<file path="src/hdl/sfcp_pkg.sv">
// Shared types and constants for the sentence frame checksum parser.
// Depends on nothing; used by sfcp_hdr_match and the top level.
package sfcp_pkg;

    // Command codes, as reported in the result word
    typedef enum logic [2:0] {
        CMD_NONE  = 3'd0,
        CMD_ANGST = 3'd1,
        CMD_ANGRD = 3'd2,
        CMD_PIDST = 3'd3,
        CMD_PIDRD = 3'd4,
        CMD_ANCAL = 3'd5
    } cmd_t;

    localparam int HDR_LEN  = 6;
    localparam int TAIL_LEN = 5;
    localparam int NUM_CMDS = 5;

    // Header window: index 0 is the newest byte, index HDR_LEN-1 the oldest,
    // so a string literal compares directly.
    typedef logic [HDR_LEN-1:0][7:0]  hdr_win_t;
    // Tail of the open frame, same ordering (index 0 newest).
    typedef logic [TAIL_LEN-1:0][7:0] tail_t;

    localparam logic [7:0] CHAR_CR = 8'h0D;
    localparam logic [7:0] CHAR_LF = 8'h0A;

    // Command headers, table entry k maps to command code k+1
    localparam hdr_win_t HDR_TABLE [NUM_CMDS] = '{
        "$ANGST", "$ANGRD", "$PIDST", "$PIDRD", "$ANCAL"
    };

    // Output and input word widths (tdata)
    localparam int OUT_TDATA_W = 40;
    localparam int IN_TDATA_W  = 8;

    // Upper-case hex character for the low nibble of v
    function automatic logic [7:0] hex_char(input logic [3:0] v);
        logic [7:0] r;
        if (v >= 4'd10)
            r = 8'("A") + {4'd0, v} - 8'd10;
        else
            r = 8'("0") + {4'd0, v};
        return r;
    endfunction

endpackage

</file>
<file path="src/hdl/sentence_frame_checksum_parser_unit.sv">
// Top level of the sentence frame checksum parser: frame state and result register.
// Depends on sfcp_pkg and sfcp_hdr_match.
//
//  channel | dir | handshake          | payload
//  --------+-----+--------------------+------------------------------------------
//  s_*     | in  | s_tvalid/s_tready  | s_tdata: rx_byte
//  m_*     | out | m_tvalid/m_tready  | m_tdata, m_tlast (frame_end), m_tuser
//
// One word in, one word out; a byte is taken every cycle while the result
// register is empty or being drained. m_tvalid rises in the cycle after
// accept, set by the single result register after the window compare and
// XOR update. A stall on m_tready holds the result and drops s_tready.
// Reset clears the frame state and the result valid flag at once.
module sentence_frame_checksum_parser_unit
    import sfcp_pkg::*;
#(
    parameter int MAX_FRAME_LEN = 256
)
(
    input  logic                   clk,
    input  logic                   rst_n,
    input  logic                   s_tvalid,
    output logic                   s_tready,
    input  logic [IN_TDATA_W-1:0]  s_tdata,   // [7:0] rx_byte
    output logic                   m_tvalid,
    input  logic                   m_tready,
    // [7:0] data_byte, [15:8] position, [16] frame_good, [19:17] command,
    // [28:20] frame_length, [29] overflow, [37:30] checksum_value, [39:38] zero
    output logic [OUT_TDATA_W-1:0] m_tdata,
    output logic                   m_tlast,   // frame_end
    output logic [0:0]             m_tuser    // [0] in_frame
);

    localparam logic [8:0] MAX_CNT = 9'(MAX_FRAME_LEN);
    localparam logic [8:0] HDR_CNT = 9'(HDR_LEN);

    // Frame state
    hdr_win_t   window_reg, window_next;
    logic       frame_open_reg, frame_open_next;
    cmd_t       cmd_reg, cmd_next;
    logic [8:0] count_reg, count_next;
    tail_t      tail_reg, tail_next;
    logic [7:0] xor_reg, xor_next;

    // Result register
    logic       out_valid_reg, out_valid_next;
    logic [7:0] out_data_reg;
    logic       out_in_frame_reg;
    logic [7:0] out_pos_reg;
    logic       out_end_reg;
    logic       out_good_reg;
    cmd_t       out_cmd_reg;
    logic [8:0] out_len_reg;
    logic       out_ovf_reg;
    logic [7:0] out_sum_reg;

    // Per-word results
    logic       r_in_frame;
    logic [7:0] r_pos;
    logic       r_end;
    logic       r_good;
    cmd_t       r_cmd;
    logic [8:0] r_len;
    logic       r_ovf;
    logic [7:0] r_sum;

    logic       accept;
    logic [7:0] rx_byte;
    logic [8:0] count_inc;
    logic       close_hit;
    cmd_t       match_cmd;

    assign rx_byte  = s_tdata[7:0];
    assign s_tready = !out_valid_reg || m_tready;
    assign accept   = s_tvalid && s_tready;

    // Window shifts on every accepted byte; a close or overflow clears it instead
    assign window_next = {window_reg[HDR_LEN-2:0], rx_byte};

    sfcp_hdr_match u_match (
        .window (window_next),
        .cmd    (match_cmd)
    );

    assign count_inc = count_reg + 9'd1;
    assign close_hit = (tail_reg[0] == CHAR_CR) && (rx_byte == CHAR_LF);

    // Next frame state and result fields for the current word
    always_comb
    begin
        frame_open_next = frame_open_reg;
        cmd_next        = cmd_reg;
        count_next      = count_reg;
        tail_next       = tail_reg;
        xor_next        = xor_reg;

        r_in_frame = 1'b0;
        r_pos      = 8'd0;
        r_end      = 1'b0;
        r_good     = 1'b0;
        r_cmd      = CMD_NONE;
        r_len      = 9'd0;
        r_ovf      = 1'b0;
        r_sum      = 8'd0;

        if (frame_open_reg)
        begin
            xor_next   = xor_reg ^ tail_reg[TAIL_LEN-1];
            tail_next  = {tail_reg[TAIL_LEN-2:0], rx_byte};
            count_next = count_inc;
            r_in_frame = 1'b1;
            r_pos      = count_reg[7:0];
            r_cmd      = cmd_reg;

            if (close_hit)
            begin
                // hex digits sit two bytes and one byte before CR
                r_end  = 1'b1;
                r_good = (hex_char(xor_next[7:4]) == tail_reg[2]) &&
                         (hex_char(xor_next[3:0]) == tail_reg[1]);
                r_len  = count_inc;
                r_sum  = xor_next;
            end
            else if (count_inc >= MAX_CNT)
            begin
                r_ovf = 1'b1;
            end
        end
        else if (match_cmd != CMD_NONE)
        begin
            frame_open_next = 1'b1;
            cmd_next        = match_cmd;
            count_next      = HDR_CNT;
            tail_next       = window_next[TAIL_LEN-1:0];
            xor_next        = 8'd0;
            r_in_frame      = 1'b1;
            r_pos           = 8'(HDR_LEN - 1);
            r_cmd           = match_cmd;
        end
    end

    assign out_valid_next = accept || (out_valid_reg && !m_tready);

    // Frame state registers; a close or overflow clears all frame state
    always_ff @(posedge clk or negedge rst_n)
    begin
        if (!rst_n)
        begin
            window_reg     <= '0;
            frame_open_reg <= 1'b0;
            cmd_reg        <= CMD_NONE;
            count_reg      <= '0;
            tail_reg       <= '0;
            xor_reg        <= '0;
            out_valid_reg  <= 1'b0;
        end
        else
        begin
            out_valid_reg <= out_valid_next;
            if (accept)
            begin
                if (r_end || r_ovf)
                begin
                    window_reg     <= '0;
                    frame_open_reg <= 1'b0;
                    cmd_reg        <= CMD_NONE;
                    count_reg      <= '0;
                    tail_reg       <= '0;
                    xor_reg        <= '0;
                end
                else
                begin
                    window_reg     <= window_next;
                    frame_open_reg <= frame_open_next;
                    cmd_reg        <= cmd_next;
                    count_reg      <= count_next;
                    tail_reg       <= tail_next;
                    xor_reg        <= xor_next;
                end
            end
        end
    end

    // Result payload, loaded on accept
    always_ff @(posedge clk)
    begin
        if (accept)
        begin
            out_data_reg     <= rx_byte;
            out_in_frame_reg <= r_in_frame;
            out_pos_reg      <= r_pos;
            out_end_reg      <= r_end;
            out_good_reg     <= r_good;
            out_cmd_reg      <= r_cmd;
            out_len_reg      <= r_len;
            out_ovf_reg      <= r_ovf;
            out_sum_reg      <= r_sum;
        end
    end

    assign m_tvalid = out_valid_reg;
    assign m_tlast  = out_end_reg;
    assign m_tuser  = out_in_frame_reg;
    assign m_tdata  = {2'b00, out_sum_reg, out_ovf_reg, out_len_reg, out_cmd_reg,
                       out_good_reg, out_pos_reg, out_data_reg};

`ifndef SYNTHESIS
    // An open frame always holds at least the header and stays below the limit
    a_count_range: assert property (@(posedge clk) disable iff (!rst_n)
        frame_open_reg |-> (count_reg >= HDR_CNT) && (count_reg < MAX_CNT))
        else $error("frame byte count out of range");

    // Idle parser carries no leftover count, checksum or command
    a_idle_clear: assert property (@(posedge clk) disable iff (!rst_n)
        !frame_open_reg |-> (count_reg == 9'd0) && (xor_reg == 8'd0) && (cmd_reg == CMD_NONE))
        else $error("idle parser holds stale frame state");

    // A closing or dropping word leaves the parser idle
    a_close_clears: assert property (@(posedge clk) disable iff (!rst_n)
        accept && (r_end || r_ovf) |=> !frame_open_reg)
        else $error("frame still open after close or overflow");

    // End and overflow are exclusive and both belong to a frame
    a_end_ovf: assert property (@(posedge clk) disable iff (!rst_n)
        out_valid_reg && (out_end_reg || out_ovf_reg) |->
            !(out_end_reg && out_ovf_reg) && out_in_frame_reg && (out_cmd_reg != CMD_NONE))
        else $error("inconsistent frame end flags");
`endif

endmodule

</file>
<file path="src/hdl/sfcp_hdr_match.sv">
// Header decoder: compares the six-byte window against the command headers.
// Depends on sfcp_pkg for the header table and command codes.
module sfcp_hdr_match
    import sfcp_pkg::*;
(
    input  hdr_win_t window,
    output cmd_t     cmd
);

    // First matching header wins; walk backward so the lowest entry is last
    always_comb
    begin
        cmd = CMD_NONE;
        for (int k = NUM_CMDS - 1; k >= 0; k--)
        begin
            if (window == HDR_TABLE[k])
                cmd = cmd_t'(3'(k + 1));
        end
    end

endmodule

</file>
<file path="config.mk">
export PLATFORM = sky130hd
export DESIGN_NAME = sentence_frame_checksum_parser_unit
export DESIGN_NICKNAME = d
export VERILOG_FILES = /design/src/hdl/sfcp_pkg.sv /design/src/hdl/sentence_frame_checksum_parser_unit.sv /design/src/hdl/sfcp_hdr_match.sv
export SDC_FILE = /design/constraint.sdc
export NUM_CORES = 1
export LEC_CHECK = 0
export ABC_AREA = 1
export BUFFER_PORTS_ARGS = -buffer_cell sky130_fd_sc_hd__buf_2
export CORE_MARGIN = 1
export CORE_UTILIZATION = 25
export CTS_CLUSTER_SIZE = 16
export DETAILED_ROUTE_END_ITERATION = 16
export PLACE_DENSITY = 0.49
export SETUP_SLACK_MARGIN = 0.4
export SKIP_LAST_GASP = 1
export SLEW_MARGIN = 20
export SYNTH_ARGS = -nofsm -noshare
export SYNTH_HDL_FRONTEND = slang
export SYNTH_SLANG_ARGS = --single-unit
export TNS_END_PERCENT = 1
</file>
<file path="constraint.sdc">
create_clock -name clk -period 5.86 [get_ports clk]
set_input_delay 0.586 -clock clk [delete_from_list [all_inputs] [get_ports clk]]
set_output_delay 0.586 -clock clk [all_outputs]
set_load 0.01 [all_outputs]
</file>
==> results.tsv <==
metric	value	unit
run status	finished, final reports clean	
Core ar.	27860	um2
Pre-antenna DRT Iters	5	
row cnt	61	
Power Dens Cells	296.7	nW/um2
largest net degree at the start of global routing	108	
Final Util	0.2965	
Startpoint Class	flop	
Synthesis Warnings	0	
hpwl dp	11920	um
CP arrival	3.52	ns
CTS Root Cell	clkbuf_16	
fmax	0.3183	GHz
most common cell after layout, fill and taps aside	nand2_1	
H-Tree Depth	4	
gr usage total	0.1316	
post_cts resized	0	
die area	29130	um2
Hold Slack	0.2245	ns
area delta synth->final	16.13	%
CTS Buffer Depth	2	
skew final	0.01343	ns
number of global-route vias before repair	5444	
crit path kind	reg2reg	
minimum clock period	3.141	ns
filler cell count	3030	
Top Ports	56	
DR iter-0 viols	459	
Post-Synthesis Cells	887	
clock sink total	142	
routed vias	5721	
CP max FO	40	
Avg Inst Size Synth	8.018	um2
initial antenna violation count	0	
drt drc	0	
Cell variety after synth	34	
initial core utilization	0.2553	
endpoint class of the critical path	flop	
Least-Margin Pin Slew	1.067	ns
Vias/cell	4.364	
worst reg2reg setup slack	2.72	ns
grt ovf	0	
number of synthesized register bits	142	
number of setup violations in the final report	0	
# Post-CTS Setup Buffers	0	
cts bufs inserted	17	
Final #Nets	937	
Worst Path Required	6.23	ns
CP max-delay cell	inv_2	
CTS tree	done	
reg-to-reg endpoint	cmd_reg[1]	
setup_tns	0	ns
DRT Wirelength	17880	um
VDD IR max	0.2028	mV
crit-path leading delay family	simple AND/OR/NAND/NOR gates	
min-delay worst type	in2async	
post-synthesis cell area	7112	um2
crit path cell chain	ha_1, nand3_1, nor2_2, nand4_1, nand3_2, nand2_2, inv_2, buf_4, nand4_1, nand3_1, nand2_1, nand2_1	
commonest cells after routing, fill and taps aside	248 x nand2_1, 101 x dfrtp_1, 94 x nor2_1	
Worst path max stage delay	0.61	ns
Critical R2R Launch	count_reg[1]	
Final ANT Viol Nets	0	
leakage power total	3.751	nW
Die X	170.7	um
first-pass GRT wire length	29390	um
Max Cap Viol	0	
clock latency on the worst-skew pair	0.44	ns
WP buf/inv	2	
layout cells sized above 1	0.1286	
hold-fix buffers at CTS	0	
global placer's final weighted congestion	0.7903	
Buffers on Ports	53	
Clock Pin Slew Worst Setup and Hold Paths	0.07	ns
R2R cell count	12	
DIE HEIGHT	170.7	um
final-report hold violation count	0	
antenna cells	0	
post-synthesis sequential area ratio	0.5278	
Slew HR	0.2884	
RSZ-0062 raised after global routing	false	
final worst path period share	0.5361	
pins over their slew limit	0	
DR WL/cell	13.64	um
==> synthesized netlist by cell type, drive strengths merged <==
cell type  number  area [um2]
nand2         251       949.7
dfrtp         102        2552
o21ai          99       510.5
nor2           98       377.9
inv            97       364.1
nand3          70       355.3
edfxtp         40        1201
a21oi          33       165.2
buf            29       175.2
clkbuf         17       65.06
xor2           10       87.58
nand4           9       62.56
or2             9       56.30
nor3            6       30.03
ha              5       62.56
o31ai           4       30.03
xnor2           3       33.79
a211oi          1       7.510
and2            1       6.260
conb            1       3.750
o211ai          1       7.510
o21a            1       7.510
==> final cells by class <==
type | count | area [um2] | share of cell area
clock inverters | 14 | 161.4 | 0.01954
repair buffers | 59 | 312.8 | 0.03787
clock buffers | 18 | 429.2 | 0.05196
multi-input cells | 603 | 2763 | 0.3345
well taps | 378 | 473.0 | 0.05726
flip-flops and latches | 142 | 3755 | 0.4546
inverters | 97 | 365.4 | 0.04424
==> per-stage QoR <==
| stage | total power, mW | setup WS (ns) | area (um2) | instances |
|---|---|---|---|---|
| global placement | 1.375 | 2.669 | 7669 | 1279 |
| global route | 2.565 | 2.339 | 8259 | 1311 |
| detailed placement | 1.377 | 2.593 | 7669 | 1279 |
| CTS | 2.478 | 2.712 | 8259 | 1311 |
| finish | 2.450 | 2.719 | 8259 | 1311 |
| floorplan | 1.288 | 2.932 | 7116 | 888 |
==> worst max-delay path by stage <==
| stage | startpoint | endpoint | cells past startpoint |
|---|---|---|---|
| floorplan | m_tready | m_tlast | 6 |
| global placement | s_tdata[5] | cmd_reg[0] | 12 |
| detailed placement | s_tdata[4] | cmd_reg[1] | 12 |
| CTS | count_reg[1] | cmd_reg[1] | 12 |
| global route | count_reg[0] | cmd_reg[1] | 12 |
| finish | count_reg[1] | cmd_reg[1] | 12 |
==> routing by layer <==
metal	share of wire	GRT usage
met5	0	0
met4	0.014	0.04544
met3	0.037	0.02915
met2	0.43	0.1956
met1	0.51	0.1867
==> report_power, final <==
| group | switching [mW] | total [mW] | internal [mW] |
|---|---|---|---|
| clock network | 0.461 | 1.09 | 0.634 |
| registers | 0.0432 | 1.13 | 1.08 |
| logic | 0.152 | 0.229 | 0.0763 |
| total | 0.656 | 2.45 | 1.79 |
==> cells by family after synthesis <==
group	after synthesis	synth area share
simple gates	444	0.2584
buf+inv	143	0.08497
flops	142	0.5278
compound gates	139	0.1024
xor+xnor	13	0.01707
fa+ha+maj	5	0.008797
other cells	1	0.0005273
Power figures use the tool's default switching activity.
